[src/design/unsync_byte_stuff_codec_unit_macros.svh]
// ----------------------------------------------------------------------------
// ubsc assertion macros
// Concurrent assertion shorthands shared by the queue and back-end modules.
// ----------------------------------------------------------------------------
`ifndef UNSYNC_BYTE_STUFF_CODEC_UNIT_MACROS_SVH
`define UNSYNC_BYTE_STUFF_CODEC_UNIT_MACROS_SVH

`ifndef SYNTHESIS
// property must hold on every rising clock edge out of reset
`define UBSC_ASSERT(lbl, clk, rst_n, prop, msg) \
	lbl: assert property (@(posedge clk) disable iff (!rst_n) (prop)) else $error(msg);
// condition must never be seen out of reset
`define UBSC_ASSERT_NEVER(lbl, clk, rst_n, cond, msg) \
	lbl: assert property (@(posedge clk) disable iff (!rst_n) !(cond)) else $error(msg);
`else
`define UBSC_ASSERT(lbl, clk, rst_n, prop, msg)
`define UBSC_ASSERT_NEVER(lbl, clk, rst_n, cond, msg)
`endif

`endif

[src/design/ubsc_pkg.sv]
// ----------------------------------------------------------------------------
// ubsc_pkg
// Types, constants and helpers of the byte-stuffing codec.
// ----------------------------------------------------------------------------
package ubsc_pkg;

	localparam int COUNT_W             = 30;
	localparam int LENGTH_BITS_DEFAULT = 28;
	localparam int QUEUE_DEPTH_DEFAULT = 4;
	localparam int SLOT_N              = 4;

	// direction register codes
	localparam logic DIR_ENCODE = 1'b0;
	localparam logic DIR_DECODE = 1'b1;

	// byte values of the stuffing scheme
	localparam logic [7:0] BYTE_ESC   = 8'hFF;
	localparam logic [7:0] STUFF_MASK = 8'hE0;
	localparam logic [7:0] BYTE_ZERO  = 8'h00;

	// result slots of one job, in output order
	localparam int SLOT_HELD       = 0;
	localparam int SLOT_HELD_STUFF = 1;
	localparam int SLOT_DATA       = 2;
	localparam int SLOT_DATA_STUFF = 3;

	typedef struct packed {
		logic [7:0] data_byte;
		logic       first_in_buffer;
		logic       last_in_buffer;
		logic [7:0] boundary_byte;
	} in_beat_t;

	typedef struct packed {
		logic [7:0]         out_byte;
		logic               out_valid;
		logic               end_of_run;
		logic               end_of_buffer;
		logic [COUNT_W-1:0] produced_count;
	} out_beat_t;

	// one classified item handed from front to back
	typedef struct packed {
		logic [SLOT_N-1:0] slot_en;
		logic [7:0]        held_byte;
		logic [7:0]        data_byte;
		logic              data_keep;
		logic              first;
		logic              last;
	} job_t;

	// a stuffing zero follows 0xFF when the next byte could fake a sync
	function automatic logic needs_stuff(input logic [7:0] nxt);
		return ((nxt & STUFF_MASK) == STUFF_MASK) || (nxt == BYTE_ZERO);
	endfunction

endpackage

[src/design/unsync_byte_stuff_codec_unit.sv]
// ----------------------------------------------------------------------------
// unsync_byte_stuff_codec_unit
// Tag unsynchronisation codec: inserts or removes stuffing zeros after 0xFF.
// ----------------------------------------------------------------------------
// Usage:
//   in_valid/in_ready/in_data carry one source byte per beat with its buffer
//   start/end flags and boundary byte. out_valid/out_ready/out_data carry
//   result beats; an input beat yields zero to four of them, the last one
//   flagged end_of_run, and the final one of a buffer carries produced_count.
//   cfg_wr_en/cfg_wr_data write the direction (0 encode, 1 decode) while the
//   block is idle; a write also drops any held byte and clears the count.
// Timing:
//   the first result beat of an input beat passes the job queue, the job
//   register and the output register; in encode a non-final byte is held
//   until the next byte comes. The back end emits one result beat per cycle
//   unless the output is stalled, so the block takes one input beat per cycle
//   while each gives one result; a stuffing zero takes a result beat of its
//   own. A four-entry job queue lets the front keep taking beats in a stall.
// Reset:
//   arst_n clears held state, the queue, the count and the output register.
// ----------------------------------------------------------------------------
module unsync_byte_stuff_codec_unit import ubsc_pkg::*; #(
	parameter int LENGTH_BITS = LENGTH_BITS_DEFAULT,
	parameter int QUEUE_DEPTH = QUEUE_DEPTH_DEFAULT
) (
	input  logic      clk,
	input  logic      arst_n,
	input  logic      in_valid,
	output logic      in_ready,
	input  in_beat_t  in_data,
	output logic      out_valid,
	input  logic      out_ready,
	output out_beat_t out_data,
	input  logic      cfg_wr_en,
	input  logic      cfg_wr_data
);

	logic push;
	job_t push_data;
	logic q_full;
	logic q_empty;
	logic pop;
	job_t pop_data;

	// classification front
	ubsc_front u_front (
		.clk         (clk),
		.arst_n      (arst_n),
		.in_valid    (in_valid),
		.in_ready    (in_ready),
		.in_data     (in_data),
		.cfg_wr_en   (cfg_wr_en),
		.cfg_wr_data (cfg_wr_data),
		.push        (push),
		.push_data   (push_data),
		.q_full      (q_full)
	);

	// job queue
	ubsc_queue #(
		.DEPTH (QUEUE_DEPTH)
	) u_queue (
		.clk       (clk),
		.arst_n    (arst_n),
		.push      (push),
		.push_data (push_data),
		.full      (q_full),
		.pop       (pop),
		.pop_data  (pop_data),
		.empty     (q_empty)
	);

	// result back end
	ubsc_back #(
		.LENGTH_BITS (LENGTH_BITS)
	) u_back (
		.clk       (clk),
		.arst_n    (arst_n),
		.clr       (cfg_wr_en),
		.job_valid (!q_empty),
		.job_data  (pop_data),
		.job_pop   (pop),
		.out_valid (out_valid),
		.out_ready (out_ready),
		.out_data  (out_data)
	);

endmodule

[src/design/ubsc_front.sv]
// ----------------------------------------------------------------------------
// ubsc_front
// Accepts input beats, tracks held and previous bytes, and classifies each
// beat into a job of up to four result slots.
// ----------------------------------------------------------------------------
module ubsc_front import ubsc_pkg::*; (
	input  logic     clk,
	input  logic     arst_n,
	input  logic     in_valid,
	output logic     in_ready,
	input  in_beat_t in_data,
	input  logic     cfg_wr_en,
	input  logic     cfg_wr_data,
	output logic     push,
	output job_t     push_data,
	input  logic     q_full
);

	logic       direction_q;
	logic       held_valid_q;
	logic [7:0] held_byte_q;
	logic [7:0] prev_byte_q;
	logic       accept;
	logic       held_live;
	logic [7:0] pred;

	assign in_ready = !q_full;
	assign accept   = in_valid && in_ready;
	assign push     = accept;

	// classify the beat
	always_comb begin
		push_data           = '0;
		push_data.held_byte = held_byte_q;
		push_data.data_byte = in_data.data_byte;
		push_data.first     = in_data.first_in_buffer;
		push_data.last      = in_data.last_in_buffer;
		held_live           = held_valid_q && !in_data.first_in_buffer;
		pred                = in_data.first_in_buffer ? in_data.boundary_byte : prev_byte_q;
		if (direction_q == DIR_ENCODE) begin
			push_data.data_keep                 = 1'b1;
			push_data.slot_en[SLOT_HELD]        = held_live;
			push_data.slot_en[SLOT_HELD_STUFF]  = held_live && (held_byte_q == BYTE_ESC)
				&& needs_stuff(in_data.data_byte);
			push_data.slot_en[SLOT_DATA]        = in_data.last_in_buffer;
			push_data.slot_en[SLOT_DATA_STUFF]  = in_data.last_in_buffer
				&& (in_data.data_byte == BYTE_ESC) && needs_stuff(in_data.boundary_byte);
		end else begin
			push_data.slot_en[SLOT_DATA] = 1'b1;
			push_data.data_keep          = !((pred == BYTE_ESC) && (in_data.data_byte == BYTE_ZERO));
		end
	end

	// direction, held byte and predecessor state
	always_ff @(posedge clk or negedge arst_n) begin
		if (!arst_n) begin
			direction_q  <= DIR_ENCODE;
			held_valid_q <= 1'b0;
			prev_byte_q  <= BYTE_ZERO;
		end else if (cfg_wr_en) begin
			direction_q  <= cfg_wr_data;
			held_valid_q <= 1'b0;
		end else if (accept) begin
			prev_byte_q <= in_data.data_byte;
			if (direction_q == DIR_ENCODE) begin
				held_valid_q <= !in_data.last_in_buffer;
			end else if (in_data.first_in_buffer) begin
				held_valid_q <= 1'b0;
			end
		end
	end

	// held byte payload
	always_ff @(posedge clk) begin
		if (accept && (direction_q == DIR_ENCODE) && !in_data.last_in_buffer) begin
			held_byte_q <= in_data.data_byte;
		end
	end

endmodule

[src/design/ubsc_queue.sv]
// ----------------------------------------------------------------------------
// ubsc_queue
// Short job queue between front and back.
// ----------------------------------------------------------------------------
`include "unsync_byte_stuff_codec_unit_macros.svh"

module ubsc_queue import ubsc_pkg::*; #(
	parameter int DEPTH = QUEUE_DEPTH_DEFAULT
) (
	input  logic clk,
	input  logic arst_n,
	input  logic push,
	input  job_t push_data,
	output logic full,
	input  logic pop,
	output job_t pop_data,
	output logic empty
);

	localparam int AW = (DEPTH > 1) ? $clog2(DEPTH) : 1;
	localparam int CW = $clog2(DEPTH + 1);
	localparam logic [AW-1:0] LAST_PTR = AW'(DEPTH - 1);
	localparam logic [CW-1:0] FULL_CNT = CW'(DEPTH);

	job_t          mem_q [DEPTH];
	logic [AW-1:0] wr_ptr_q;
	logic [AW-1:0] rd_ptr_q;
	logic [CW-1:0] cnt_q;

	assign full     = (cnt_q == FULL_CNT);
	assign empty    = (cnt_q == '0);
	assign pop_data = mem_q[rd_ptr_q];

	// storage
	always_ff @(posedge clk) begin
		if (push) begin
			mem_q[wr_ptr_q] <= push_data;
		end
	end

	// pointers and fill count
	always_ff @(posedge clk or negedge arst_n) begin
		if (!arst_n) begin
			wr_ptr_q <= '0;
			rd_ptr_q <= '0;
			cnt_q    <= '0;
		end else begin
			if (push) begin
				wr_ptr_q <= (wr_ptr_q == LAST_PTR) ? '0 : wr_ptr_q + 1'b1;
			end
			if (pop) begin
				rd_ptr_q <= (rd_ptr_q == LAST_PTR) ? '0 : rd_ptr_q + 1'b1;
			end
			if (push && !pop) begin
				cnt_q <= cnt_q + 1'b1;
			end else if (pop && !push) begin
				cnt_q <= cnt_q - 1'b1;
			end
		end
	end

	`UBSC_ASSERT_NEVER(a_no_push_full, clk, arst_n, push && full, "job queue overflow")
	`UBSC_ASSERT_NEVER(a_no_pop_empty, clk, arst_n, pop && empty, "job queue underflow")

endmodule

[src/design/ubsc_back.sv]
// ----------------------------------------------------------------------------
// ubsc_back
// Walks the slots of each job, one result beat per cycle while the output
// is not stalled, keeps the buffer byte count and drives the output register.
// ----------------------------------------------------------------------------
`include "unsync_byte_stuff_codec_unit_macros.svh"

module ubsc_back import ubsc_pkg::*; #(
	parameter int LENGTH_BITS = LENGTH_BITS_DEFAULT
) (
	input  logic      clk,
	input  logic      arst_n,
	input  logic      clr,
	input  logic      job_valid,
	input  job_t      job_data,
	output logic      job_pop,
	output logic      out_valid,
	input  logic      out_ready,
	output out_beat_t out_data
);

	localparam logic [COUNT_W-1:0] COUNT_CAP = (LENGTH_BITS + 1 >= COUNT_W) ?
		{COUNT_W{1'b1}} : COUNT_W'(64'd1 << (LENGTH_BITS + 1));

	logic [SLOT_N-1:0]  cur_mask_q;
	job_t               cur_job_q;
	logic [COUNT_W-1:0] count_q;
	logic               obuf_valid_q;
	out_beat_t          obuf_q;

	logic [SLOT_N-1:0]  sel;
	logic [SLOT_N-1:0]  rem;
	logic               fire;
	logic               run_end;
	logic               buf_end;
	logic               emit_valid;
	logic [7:0]         emit_byte;
	logic [COUNT_W-1:0] count_inc;

	// pick the lowest pending slot
	always_comb begin
		sel        = cur_mask_q & (~cur_mask_q + 1'b1);
		rem        = cur_mask_q & ~sel;
		fire       = (cur_mask_q != '0) && (!obuf_valid_q || out_ready);
		run_end    = (rem == '0);
		buf_end    = run_end && cur_job_q.last;
		emit_valid = !(sel[SLOT_DATA] && !cur_job_q.data_keep);
		if (sel[SLOT_HELD]) begin
			emit_byte = cur_job_q.held_byte;
		end else if (sel[SLOT_DATA] && cur_job_q.data_keep) begin
			emit_byte = cur_job_q.data_byte;
		end else begin
			emit_byte = BYTE_ZERO;
		end
		count_inc = (emit_valid && (count_q < COUNT_CAP)) ? count_q + 1'b1 : count_q;
		job_pop   = job_valid && ((cur_mask_q == '0) || (fire && run_end));
	end

	// slot walk, byte count and output register control
	always_ff @(posedge clk or negedge arst_n) begin
		if (!arst_n) begin
			cur_mask_q   <= '0;
			count_q      <= '0;
			obuf_valid_q <= 1'b0;
		end else begin
			if (job_pop) begin
				cur_mask_q <= job_data.slot_en;
			end else if (fire) begin
				cur_mask_q <= rem;
			end
			if (clr || (job_pop && job_data.first)) begin
				count_q <= '0;
			end else if (fire) begin
				count_q <= buf_end ? '0 : count_inc;
			end
			if (fire) begin
				obuf_valid_q <= 1'b1;
			end else if (out_ready) begin
				obuf_valid_q <= 1'b0;
			end
		end
	end

	// job and result payloads
	always_ff @(posedge clk) begin
		if (job_pop) begin
			cur_job_q <= job_data;
		end
		if (fire) begin
			obuf_q.out_byte       <= emit_byte;
			obuf_q.out_valid      <= emit_valid;
			obuf_q.end_of_run     <= run_end;
			obuf_q.end_of_buffer  <= buf_end;
			obuf_q.produced_count <= buf_end ? count_inc : '0;
		end
	end

	assign out_valid = obuf_valid_q;
	assign out_data  = obuf_q;

	`UBSC_ASSERT(a_count_cap, clk, arst_n, count_q <= COUNT_CAP, "byte count above cap")
	`UBSC_ASSERT(a_cnt_eob, clk, arst_n, fire && !buf_end |=> obuf_q.produced_count == '0, "stray count")

endmodule
[config.mk]
export PLATFORM = sky130hd
export DESIGN_NAME = unsync_byte_stuff_codec_unit
export DESIGN_NICKNAME = d
export VERILOG_FILES = /design/src/design/ubsc_pkg.sv /design/src/design/unsync_byte_stuff_codec_unit.sv /design/src/design/ubsc_front.sv /design/src/design/ubsc_queue.sv /design/src/design/ubsc_back.sv
export VERILOG_INCLUDE_DIRS = /design/src /design/src/design
export SDC_FILE = /design/constraint.sdc
export NUM_CORES = 1
export LEC_CHECK = 0
export ABC_CLOCK_PERIOD_IN_PS = 5600
export BUFFER_PORTS_ARGS = -buffer_cell sky130_fd_sc_hd__buf_4
export CORE_MARGIN = 2
export CORE_UTILIZATION = 35
export DETAILED_ROUTE_END_ITERATION = 7
export PLACE_DENSITY_LB_ADDON = 0.3
export SLEW_MARGIN = 30
export SYNTH_ARGS = -nofsm -noshare
export SYNTH_HDL_FRONTEND = slang
export SYNTH_SLANG_ARGS = --single-unit
[constraint.sdc]
create_clock -name clk -period 5.6 [get_ports clk]
set_clock_uncertainty 0.1 [all_clocks]
set_input_delay 0.28 -clock clk [delete_from_list [all_inputs] [get_ports clk]]
set_output_delay 0.28 -clock clk [all_outputs]
set_load 0.01 [all_outputs]
Word-level counts from Yosys, hierarchy flattened
Memories as Yosys holds them, arrays and structs flattened.
Cells that the tools add are included.
Word-level totals
  bits in registers: 119
  RAM bits: 92
  input port bits: 24
  output and inout port bits: 43
  logic and storage cells: 114
  memories: 1
Operators by class
  $add $sub $neg: 6
  magnitude comparators: 1
  equal/unequal tests: 9
  muxes and demuxes: 25
  bitwise gates (word level): 6
  reduce and logical (&&, ||, !) cells: 47
Memories
  u_queue.mem_q: words 4, width 23, rd ports 1, clocked after Yosys merged registers in 0, wr ports 1, line ubsc_queue.sv:25  | job_t mem_q [DEPTH];
Operator list (count)
  $mux W30: 4
  $add A30 B1 Y30 const B: 1
  $lt A30 B30 Y1 const B: 1
  $eq A8 B8 Y1 const B: 3
  $mux W8: 3
  $logic_and A1 B1 Y1: 19
  $logic_not A8 Y1: 2
  $mux W1: 11
  $logic_not A1 Y1: 10
  $reduce_bool A2 Y1: 5
  $eq A3 B3 Y1 const B: 3
  $and A4 B4 Y4: 2
  $logic_not A4 Y1: 2
  $mux W4: 2
  $not A4 Y4: 2
  $mux W2: 3
  $mux W3: 2
  $logic_or A1 B1 Y1: 5
  $add A2 B1 Y2 const B: 2
  $add A4 B1 Y4 const B: 1
  $eq A2 B2 Y1 const B: 2
  $reduce_and A2 Y1: 2
  $reduce_bool A4 Y1: 1
  $add A3 B1 Y3 const B: 1
  other kinds (4): 5

Depth between registers and ports, before layout
Gate-level depths: netlist of the first run.
  word-level depth: 12
  depth in mapped cells: 11
  depth with buffers taken out: 10

Modules after synthesis
Synthesis of the first run repeated with hierarchy kept, for this count alone.
Second synthesis, totals
  cells, all modules: 631
  area total of the unflattened synthesis: 9142.5 sq um
By module, submodules not included
  ubsc_back: times used 1, cells each 400, area an instance 4469.3 sq um, seq. area each 2647.5 sq um
  ubsc_queue: times used 1, cells each 158, area an instance 3778.6 sq um, seq. area each 2937.8 sq um
  ubsc_front: times used 1, cells each 72, area an instance 890.9 sq um, seq. area each 490.5 sq um
  unsync_byte_stuff_codec_unit: times used 1, cells each 1, area an instance 3.8 sq um, seq. area each 0.0 sq um

Least setup slack after synthesis of the first run
No wires, ideal clock.
  kind: reg2reg
  start: register u_back.obuf_valid_q, in the netlist u_back.out_valid
  end: register u_back.count_q[15]
  library setup time: 0.080 ns
  arrival time: 2.540 ns
  required time: 5.420 ns
  setup slack: 2.880 ns
  cell stages (with the launch flop): 8
  path buffers: 1
  clock period less this slack: 2.720 ns
  cells stage by stage: dfrtp_1 nor2b_1 a21o_1 buf_2 inv_1 nand2_1 or3_1 a21oi_1
On the way
  cells in the longest elaborated chain, start to end: 9
  elaborated cells between the ends (all ways): 10
  those cells by class: 1 x mux; 9 x reduce/logical
RTL lines
  start, declared: line ubsc_back.sv:28  | logic obuf_valid_q;
  start signal, assigned: line ubsc_back.sv:64  | obuf_valid_q <= 1'b0;
  start signal, assigned: line ubsc_back.sv:77  | obuf_valid_q <= 1'b1;
  start signal, assigned: line ubsc_back.sv:79  | obuf_valid_q <= 1'b0;
  $logic_not A1 Y1 *: line ubsc_back.sv:44  | fire = (cur_mask_q != '0) && (!obuf_valid_q || out_ready);
  $logic_or A1 B1 Y1 *: line ubsc_back.sv:44
  $logic_and A1 B1 Y1 *: line ubsc_back.sv:44
  named net u_back.fire: line ubsc_back.sv:33  | logic fire;
  $logic_and A1 B1 Y1: line ubsc_back.sv:56  | job_pop = job_valid && ((cur_mask_q == '0) || (fire && run_end));
  $logic_or A1 B1 Y1: line ubsc_back.sv:56
  $logic_and A1 B1 Y1: line ubsc_back.sv:56
  $logic_and A1 B1 Y1: line ubsc_back.sv:71  | if (clr || (job_pop && job_data.first)) begin
  $logic_or A1 B1 Y1: line ubsc_back.sv:71
  $mux W30 or $reduce_bool A2 Y1 (tied branches)
  end signal, assigned: line ubsc_back.sv:74  | count_q <= buf_end ? '0 : count_inc;
  end, declared: line ubsc_back.sv:27  | logic [COUNT_W-1:0] count_q;
The timed path passes the listed nets; every way through them passes the cells marked *.
A chain may end at the register's enable or synchronous reset.

Worst setup path in the final report of the first run
  start: register u_back.cur_mask_q[0]
  end: register u_back.count_q[7]
On the way
  cells in the longest elaborated chain, start to end: 12
  elaborated cells between the ends (all ways): 23
  those cells by class: 1 x add/sub; 4 x mux; 4 x bitwise; 14 x reduce/logical
RTL lines
  start, declared: line ubsc_back.sv:25  | logic [SLOT_N-1:0] cur_mask_q;
  start signal, assigned: line ubsc_back.sv:67  | cur_mask_q <= job_data.slot_en;
  start signal, assigned: line ubsc_back.sv:69  | cur_mask_q <= rem;
  $not A4 Y4: line ubsc_back.sv:42  | sel = cur_mask_q & (~cur_mask_q + 1'b1);
  $add A4 B1 Y4: line ubsc_back.sv:42
  $and A4 B4 Y4: line ubsc_back.sv:42
  $not A4 Y4: line ubsc_back.sv:43  | rem = cur_mask_q & ~sel;
  $and A4 B4 Y4: line ubsc_back.sv:43
  $logic_not A4 Y1: line ubsc_back.sv:45  | run_end = (rem == '0);
  $logic_and A1 B1 Y1: line ubsc_back.sv:56
  $logic_or A1 B1 Y1: line ubsc_back.sv:56
  $logic_and A1 B1 Y1: line ubsc_back.sv:56
  $logic_and A1 B1 Y1: line ubsc_back.sv:71
  $logic_or A1 B1 Y1: line ubsc_back.sv:71
  $mux W30 or $reduce_bool A2 Y1 (tied branches)
Several ways; a longest one is shown, not always the timed one. The select of a mux whose other input is x is not followed.

==> impl_metrics.toml, run 1 <==
[finish]
nets = 730
syn_to_final_growth_pct = 19.2
multi_input_area_mm2 = 0.00260
num_antenna_cells = 0
drive_above_1_share_pct = 22.2
seq_area_mm2 = 0.00608
fill_cells = 2246
design_area_mm2 = 0.0107

[global_route]
grt_pass1_vias = 5619
use_met1_pct = 17.7
grt_pass1_wl_um = 29600
met3_usage_pct = 2.42
antenna_found_initial = 0
grt_max_degree = 53
use_met2_pct = 24.4
top_usage_layer = "met2"
grt_usage_pct = 13.9
grt-ovfl-total = 0

[floorplan]
die_y_um = 164
io_pins = 67
rows = 58
start_util_pct = 35.7
fp.dieArea_mm2 = 0.0270
die_w_um = 164
coreArea_mm2 = 0.0252

[placement]
hpwl_um = 11800
portBuffers = 66
place_ws_ns = 2.31
gp_congestion = 0.836
place_area_mm2 = 0.00978

[logic_synthesis]
synthCells = 617
yosysSeqAreaShare_pct = 67.7
synth.distinct_cells = 58
synthFlopType = "edfxtp_1"
syn_nets = 649
netlist_area_mm2 = 0.00898
avgSynthCellArea_um2 = 14.6
synth_edf_count = 159
ys_ff_latch = 211
async_reset_ff_share_pct = 24.6
yosysWarningCount = 0

[pwr]
clkPwrFrac_pct = 29.3
p_seq_share_pct = 44.9
ir_worst_vdd_v = 0.000235
comb_power_share_pct = 25.8
p_leak_nw = 3.72
p_sw_w = 0.00156
internal-power_w = 0.00364
p_sw_share_pct = 30.0
pwr_density_cell_mw_per_mm2 = 486

[clock_tree]
root_buffer = "clkbuf_16"
clkSlewWorstSetupHoldPaths_ns = 0.06
clockBufferDepth = 3
cts_tree = "built"
htreeDepth = 1
cts-buffers-inserted = 23
cts.sinks = 211
clk_latency_ns = 0.51

[drt]
drt_iter0_drc = 359
drcViolationCount = 0
routed_wl_um = 18400
routedWlPerCell_um = 17.6
dr.pass1.iters = 5
via_per_inst = 5.24
vias = 5480
drtAntennaViolNets = 0

[timing]
tightest_slew_ns = 0.992
tns_ns = 0
setup_violations = 0
relSlewSlack_pct = 33.4
hold_viol = 0
period_minus_slack_ns = 3.31
fmax_mhz = 302
hold_slack_ns = 0.0545
fin_crit_sh_pct = 59.1
maxSlewViolCount = 0
setup_slack_ns = 2.29
rsz0062_at_grt = "false"

[worst_setup_path]
reg2reg_setup_slack_ns = 2.29
worstPathArrival_ns = 3.60
critPathCaptureType = "register"
crit_fanout = 33
cp-start-kind = "register"
worstPathRequired_ns = 5.89
critPathKind = "reg -> reg"

[run_status]
status = "finished clean"

[job]
max_cap_viol_count = 0

[hold_path]
holdCritPathClass = "in -> reg"
==> Yosys cell counts, types with 3 or more instances <==
| cell | count | area share [%] |
|---|---|---|
| edfxtp_1 | 159 | 53 |
| dfrtp_1 | 52 | 14 |
| nand2_1 | 37 | 1.5 |
| nand4_1 | 33 | 2.3 |
| inv_1 | 32 | 1.3 |
| nor2_1 | 31 | 1.3 |
| a21oi_1 | 27 | 1.5 |
| mux4_2 | 23 | 5.8 |
| nand3_1 | 21 | 1.2 |
| o221ai_1 | 19 | 1.9 |
| buf_2 | 17 | 0.95 |
| o21ai_0 | 13 | 0.72 |
| clkbuf_1 | 11 | 0.46 |
| mux2_2 | 11 | 1.4 |
| and3_1 | 10 | 0.70 |
| nand2b_1 | 10 | 0.70 |
| a22o_1 | 8 | 0.78 |
| nor4_1 | 8 | 0.56 |
| xnor2_1 | 8 | 0.78 |
| xor2_1 | 8 | 0.78 |
| ha_1 | 7 | 0.98 |
| nand3b_1 | 7 | 0.59 |
| nand4b_1 | 7 | 0.68 |
| or3_1 | 7 | 0.49 |
| buf_6 | 4 | 0.50 |
| a211oi_1 | 3 | 0.25 |
| a31oi_1 | 3 | 0.21 |
| and4_1 | 3 | 0.29 |
| nor3_1 | 3 | 0.17 |
==> cell type report <==
class | instances | share of cell area, %
inverters | 33 | 1.16
multi-input cells | 339 | 24.3
flip-flops and latches | 211 | 56.8
clock buffers | 32 | 6.25
clock inverters | 10 | 1.03
repair buffers | 90 | 6.64
well taps | 330 | 3.86
==> cells by family (layout without fill, tap and decap cells) <==
| kind of cell | count (synthesis) | after routing | synth area share [%] |
|---|---|---|---|
| AOI/OAI and AO/OA | 90 | 90 | 6.92 |
| DFF | 211 | 211 | 67.7 |
| adders and majority gates | 8 | 8 | 1.20 |
| buffers and inverters | 67 | 165 | 3.43 |
| and+or+nand+nor | 190 | 190 | 12.0 |
| muxes | 35 | 35 | 7.27 |
| xor gates and xnor gates | 16 | 16 | 1.56 |
==> placed cells by master, fill, tap and decap left out, types with 3 or more instances in the layout <==
cell type,count
dlygate4sd3_1,14
clkbuf_8,6
edfxtp_1,159
nand4b_1,7
xor2_1,8
dfrtp_1,52
nand3b_1,7
nor4_1,8
or3_1,7
clkbuf_16,23
xnor2_1,8
a31oi_1,3
nand2_1,37
and3_1,10
mux2_2,11
clkbuf_1,3
buf_4,76
inv_1,31
nand4_1,33
nor2_1,31
a21oi_1,27
o221ai_1,19
ha_1,7
a211oi_1,3
nand3_1,21
nor3_1,3
mux4_2,23
and4_1,3
clkinv_1,3
nand2b_1,10
a22o_1,8
o21ai_0,13
==> path summary, 6_finish.rpt <==
kind                                   startpoint                      to  cells after the start
max                          u_back.cur_mask_q[0]       u_back.count_q[7]                      8
min                                     cfg_wr_en    u_front.held_valid_q                      3
max reg2reg                  u_back.cur_mask_q[0]       u_back.count_q[7]                      8
min reg2reg                u_front.prev_byte_q[3]  u_front.prev_byte_q[3]                      1
max in group asynchronous                  arst_n      u_back.count_q[23]                      2
min in group asynchronous                  arst_n  u_front.prev_byte_q[7]                      2
==> metrics by stage <==
step	instances	total power, W	util, %
5_1_grt	1045	0.00548	42.5
3_5_place_dp	989	0.00373	38.9
6_report	1045	0.00520	42.5
2_1_floorplan	617	0.00324	-
4_1_cts	1045	0.00527	42.5
3_3_place_gp	989	0.00367	38.9
==> timing repair <==
action,4_1_cts,5_1_grt
gates resized for setup,0,0
hold endpoints to repair,110,0
hold buffers,14,0
setup buffers,0,0
==> state kept, by name, indices dropped and copies added (netlist names), 2 cells and up <==
register,cells
u_queue.mem_q,92
u_back.cur_mask_q,4
u_back.out_data,41
u_queue.rd_ptr_q,2
u_queue.wr_ptr_q,2
u_front.held_byte_q,8
u_queue.cnt_q,3
u_front.prev_byte_q,8
u_back.count_q,30
u_back.cur_job_q,18
==> critical path, stage by stage, from the launching register on <==
cell and delay (ns):
dfrtp_1 0.73, a211oi_1 0.20, o21ai_2 0.17, buf_4 0.35, inv_1 0.30, nor3_2 0.16
buf_4 0.28, nand2_1 0.49, o221ai_1 0.40
==> metal layers <==
metal | share of wire [%] | vias to the layer above
met5 | 0 | -
met4 | 1.9 | 0
li1 | - | 2541
met3 | 6.0 | 29
met1 | 42 | 2711
met2 | 50 | 199
==> power by group through the flow <==
| stage | clock (W) | sequential [W] | combinational [W] |
|---|---|---|---|
| 6_report | 0.00152 | 0.00234 | 0.00134 |
| 5_1_grt | 0.00162 | 0.00238 | 0.00149 |
| 4_1_cts | 0.00156 | 0.00234 | 0.00137 |
| 3_5_place_dp | 0 | 0.00237 | 0.00136 |
| 3_3_place_gp | 0 | 0.00235 | 0.00132 |
| 2_1_floorplan | 0 | 0.00236 | 0.000885 |
(Power assumes the default switching activity.)
==> run 2: changes to the inputs <==
--- a/config.mk
+++ b/config.mk
@@ -6,7 +6,7 @@
 export SDC_FILE = /design/constraint.sdc
 export NUM_CORES = 1
 export LEC_CHECK = 0
-export ABC_CLOCK_PERIOD_IN_PS = 5600
+export ABC_CLOCK_PERIOD_IN_PS = 3350
 export BUFFER_PORTS_ARGS = -buffer_cell sky130_fd_sc_hd__buf_4
 export CORE_MARGIN = 2
 export CORE_UTILIZATION = 35
==> constraint.sdc (replaced) <==
create_clock -name clk -period 3.35 [get_ports clk]
set_clock_uncertainty 0.1 [all_clocks]
set_input_delay 0.1675 -clock clk [delete_from_list [all_inputs] [get_ports clk]]
set_output_delay 0.1675 -clock clk [all_outputs]
set_load 0.01 [all_outputs]
==> run 2 against run 1 <==
  * Design area up 0.22%
  * Sequential share of layout area shrank 0.13 points
  * Register-to-register slack got worse by 1.8 ns
  * Combinational power up 72%
  * Global-route usage decreased by 0.11 points
  * Power up 67%
  * Worst hold slack got worse by 0.021 ns
  * Maximum frequency increased by 14%
  * Setup slack got worse by 1.8 ns
  * First-iteration DRC count up 0.84%
  * Critical endpoint is now u_back.count_q[16]
  * Largest cell class unchanged
==> impl_metrics.toml, run 2 (same netlist as run 1, synthesis figures left out) <==
[drt]
drcViolationCount = 0
routedWlPerCell_um = 17.5
vias = 5519
drt_iter0_drc = 362
via_per_inst = 5.25
drtAntennaViolNets = 0
dr.pass1.iters = 5
routed_wl_um = 18400

[global_route]
grt_pass1_wl_um = 29200
grt_usage_pct = 13.8
grt_pass1_vias = 5528
grt-ovfl-total = 0
antenna_found_initial = 0
grt_max_degree = 53

[floorplan]
die_y_um = 164
coreArea_mm2 = 0.0252
fp.dieArea_mm2 = 0.0270
rows = 58
io_pins = 67
die_w_um = 164
start_util_pct = 35.7

[clock_tree]
cts.sinks = 211
clkSlewWorstSetupHoldPaths_ns = 0.06
root_buffer = "clkbuf_16"
post_cts_buffers = 0
cts_tree = "built"
clockBufferDepth = 3
htreeDepth = 1
hold_buffers = 15
clk_latency_ns = 0.52
cts_resized = 0
cts-buffers-inserted = 24

[timing]
fin_crit_sh_pct = 86.8
tightest_slew_ns = 0.911
setup_slack_ns = 0.443
period_minus_slack_ns = 2.91
hold_viol = 0
fmax_mhz = 344
relSlewSlack_pct = 39.1
tns_ns = 0
rsz0062_at_grt = "false"
setup_violations = 0
maxSlewViolCount = 0

[job]
max_cap_viol_count = 0

[finish]
num_antenna_cells = 0
final_common_cell = "edfxtp_1"
final_cell_mix = "edfxtp_1 (159), buf_4 (79), dfrtp_1 (52), nand2_1 (37), nand4_1 (33)"
largest_reg_flops = 92
fill_cells = 2269
regMostFlops = "u_queue.mem_q"
drive_above_1_share_pct = 22.1
syn_to_final_growth_pct = 19.5
nets = 735
postLayoutCoreUtil_pct = 42.6

[pwr]
p_seq_share_pct = 44.6
p_leak_nw = 3.73
comb_power_share_pct = 26.4
ir_worst_vdd_v = 0.000396
clkPwrFrac_pct = 29.0
internal-power_w = 0.00605
p_sw_w = 0.00264
finalPower_w = 0.00869
pwr_density_cell_mw_per_mm2 = 810
p_sw_share_pct = 30.4

[placement]
hpwl_um = 12000
portBuffers = 66
gp_congestion = 0.826
place_ws_ns = 0.496

[worst_setup_path]
cp-start-kind = "register"
worstPathArrival_ns = 3.22
critPathKind = "reg -> reg"
worstPathRequired_ns = 3.66
reg2reg_setup_slack_ns = 0.44
critPathCaptureType = "register"
crit_fanout = 23

[hold_path]
holdCritPathClass = "in -> reg"

[run_status]
status = "finished clean"
-- run 2: metrics by stage --
step	instances	hold WS [ns]	instance area, um2
2_1_floorplan	617	-0.228	8980
3_3_place_gp	992	0.152	9810
3_5_place_dp	992	0.163	9810
4_1_cts	1051	0.0310	10700
5_1_grt	1051	0.0488	10700
6_report	1051	0.0339	10700
-- run 2: worst paths after layout --
check / start / to / cells after the start
max: u_back.out_valid / u_back.count_q[16] / 6
min: in_data[0] / u_queue.mem_q[2][22] / 4
max reg2reg: u_back.out_valid / u_back.count_q[16] / 6
min reg2reg: u_queue.cnt_q[2] / u_queue.cnt_q[2] / 1
max in group asynchronous: arst_n / u_back.count_q[12] / 2
min in group asynchronous: arst_n / u_front.prev_byte_q[5] / 2
-- run 2: power by group through the flow --
stage	combinational [W]	clock (W)	sequential, W
CTS	0.00233	0.00258	0.00389
detailed placement	0.00232	0	0.00394
finish	0.00230	0.00252	0.00388
floorplan	0.00148	0	0.00395
global placement	0.00227	0	0.00390
global route	0.00252	0.00267	0.00395
-- run 2: per-layer routing --
layer  share of wire [%]  vias up  global-route usage, %
li1                    -     2566                      -
met1                  43     2733                   18.0
met2                  49      188                   23.8
met3                 6.0       32                   2.30
met4                 1.9        0                   4.23
met5                   0        -                      0
-- run 2: cell type report --
cell class | instances | area (um2) | share of cell area [%]
Timing Repair Buffer | 94 | 743 | 6.93
Inverter | 33 | 124 | 1.15
Tap cell | 330 | 413 | 3.85
Clock inverter | 12 | 130 | 1.21
Clock buffer | 32 | 641 | 5.97
Multi-Input combinational cell | 339 | 2600 | 24.2
Sequential cell | 211 | 6080 | 56.6
-- run 2: critical path, cell delays in order, from the launching register on --
cell and delay, ns:
dfrtp_1 0.35, nor2b_1 0.40, nor4_1 0.16, o31ai_2 0.27, buf_4 0.32, nand3_1 0.69, o221ai_1 0.50
==> run 3: changes to the inputs <==
--- a/config.mk
+++ b/config.mk
@@ -11,6 +11,7 @@
 export CORE_MARGIN = 2
 export CORE_UTILIZATION = 35
 export DETAILED_ROUTE_END_ITERATION = 7
+export GPL_TIMING_DRIVEN = 0
 export PLACE_DENSITY_LB_ADDON = 0.3
 export SLEW_MARGIN = 30
 export SYNTH_ARGS = -nofsm -noshare
==> run 3 against run 2 <==
  * Design area about the same
  * Sequential share of layout area decreased by 0.053 points
  * Global-route usage increased by 0.26 points
  * Die area unchanged
  * Worst hold slack got worse by 0.0042 ns
  * Sequential cell count unchanged
  * Clock power decreased by 9.9%
  * Combinational power increased by 5%
  * Via count decreased by 2.0%
  * Critical path depth increased by 2
  * Maximum frequency increased by 6.8%
  * Clock-buffer cell count decreased by 5
==> impl_metrics.toml, run 3 (same netlist as run 1, synthesis figures left out) <==
[run_status]
status = "finished clean"

[drt]
via_per_inst = 5.05
dr.pass1.iters = 7
drtAntennaViolNets = 0
drt_iter0_drc = 368
routedWlPerCell_um = 17.3
vias = 5406
drcViolationCount = 0
routed_wl_um = 18500

[floorplan]
rows = 58
die_w_um = 164
io_pins = 67
fp.dieArea_mm2 = 0.0270
start_util_pct = 35.7
coreArea_mm2 = 0.0252
die_y_um = 164

[finish]
final_cell_mix = "edfxtp_1 (159), buf_4 (67), dfrtp_1 (52), nand2_1 (37), nand4_1 (33)"
multi_input_area_mm2 = 0.00260
nets = 756
regMostFlops = "u_queue.mem_q"
fill_cells = 2338
syn_to_final_growth_pct = 19.6
largest_reg_flops = 92
drive_above_1_share_pct = 23.1
final_common_cell = "edfxtp_1"
num_antenna_cells = 0
seq_area_mm2 = 0.00608

[clock_tree]
clk_latency_ns = 0.52
cts-buffers-inserted = 23
clkSlewWorstSetupHoldPaths_ns = 0.06
root_buffer = "clkbuf_16"
clockBufferDepth = 3
htreeDepth = 1
cts_tree = "built"
cts.sinks = 211

[timing]
fmax_mhz = 367
hold_viol = 0
relSlewSlack_pct = 48.1
rsz0062_at_grt = "false"
period_minus_slack_ns = 2.72
hold_slack_ns = 0.0298
fin_crit_sh_pct = 81.3
maxSlewViolCount = 0
tightest_slew_ns = 0.776
tns_ns = 0
setup_violations = 0

[pwr]
pwr_density_cell_mw_per_mm2 = 797
p_leak_nw = 3.76
ir_worst_vdd_v = 0.000417
finalPower_w = 0.00855

[global_route]
grt-ovfl-total = 0
grt_usage_pct = 14.1
grt_pass1_wl_um = 29500
grt_pass1_vias = 5385
antenna_found_initial = 0
grt_max_degree = 53

[hold_path]
hold_start = "in_valid"
holdPathEnd = "u_queue.wr_ptr_q[0]"
holdCritPathClass = "in -> reg"
hold_path_depth = 4

[placement]
portBuffers = 66
gp_congestion = 0.847
hpwl_um = 12400

[worst_setup_path]
critPathKind = "reg -> reg"
crit_fanout = 8
rr_endpoint = "u_queue.cnt_q[1]"
crit_chain = "a2111oi_1 -> nor3_1 -> or2_1 -> buf_6 -> ha_1 -> inv_1 -> fa_1 -> mux2_2"
worstPathRequired_ns = 3.65
r2r_start = "u_back.cur_mask_q[1]"
worstPathArrival_ns = 3.02
slowest_stage = "a2111oi_1"
reg2reg_depth = 8
reg2reg_setup_slack_ns = 0.63
critPathBufInv = 2
critPathCaptureType = "register"
critPathTopFamily = "adder cells"
cp-start-kind = "register"
cpPeakStageDelay_ns = 0.59

[job]
max_cap_viol_count = 0
[run 3: worst max-delay path by stage]
| stage | slack, ns | to | start | cells past startpoint |
|---|---|---|---|---|
| 6_report | 0.63 | u_queue.cnt_q[1] | u_back.cur_mask_q[1] | 8 |
| 5_1_grt | 0.45 | u_queue.cnt_q[1] | u_back.out_valid | 9 |
| 4_1_cts | 0.62 | u_queue.cnt_q[1] | u_back.cur_mask_q[1] | 8 |
| 3_5_place_dp | 0.62 | u_queue.cnt_q[1] | u_back.cur_mask_q[1] | 8 |
| 3_3_place_gp | -0.22 | u_back.count_q[19] | u_back.cur_mask_q[1] | 7 |
| 2_1_floorplan | 0.63 | u_back.count_q[15] | u_back.out_valid | 7 |
[run 3: worst register-to-register path, cell delays in order (launching register included)]
cell,delay [ns]
dfrtp_1,0.49
a2111oi_1,0.59
nor3_1,0.09
or2_1,0.25
buf_6,0.14
ha_1,0.20
inv_1,0.07
fa_1,0.41
mux2_2,0.27
[run 3: final cells by class]
| cell class | instances | share of cell area (%) |
|---|---|---|
| multi-input cells | 339 | 24.2 |
| well taps | 330 | 3.85 |
| clock buffers | 27 | 5.50 |
| plain buffers | 34 | 1.71 |
| clock inverters | 14 | 0.769 |
| inverters | 33 | 1.15 |
| repair buffers | 82 | 6.20 |
| flip-flops and latches | 211 | 56.6 |
[run 3: what timing repair did]
action / 4_1_cts / 5_1_grt
hold endpoints to repair: 122 / 0
buffers inserted: 0 / 0
hold buffers: 15 / 0
endpoints found under the setup margin: 0 / 0
gates resized for setup: 0 / 0
[run 3: report_power, final]
part	leakage (nW)	switching, W	internal [W]	total (W)
logic	1.25	0.00145	0.000971	0.00242
registers	2.18	0.000241	0.00362	0.00386
clock network	0.327	0.00101	0.00127	0.00227
total	3.76	0.00269	0.00586	0.00855
[run 3: metrics by stage]
stage               setup slack, ns  cells  utilization [%]  instance area, um2
detailed placement            0.621   1014             39.4                9910
global placement             -0.219   1013             39.3                9890
floorplan                     0.630    617                -                8980
finish                        0.627   1070             42.6               10700
CTS                           0.617   1070             42.6               10700
global route                  0.451   1070             42.6               10700
[run 3: routing by layer]
layer  vias to the layer above  wire length, um  track usage [%]
met3                        36              823             2.22
met4                         0              534             4.51
li1                       2599                -                -
met1                      2623             8220             18.8
met2                       148             8930             23.7
met5                         -                0                0
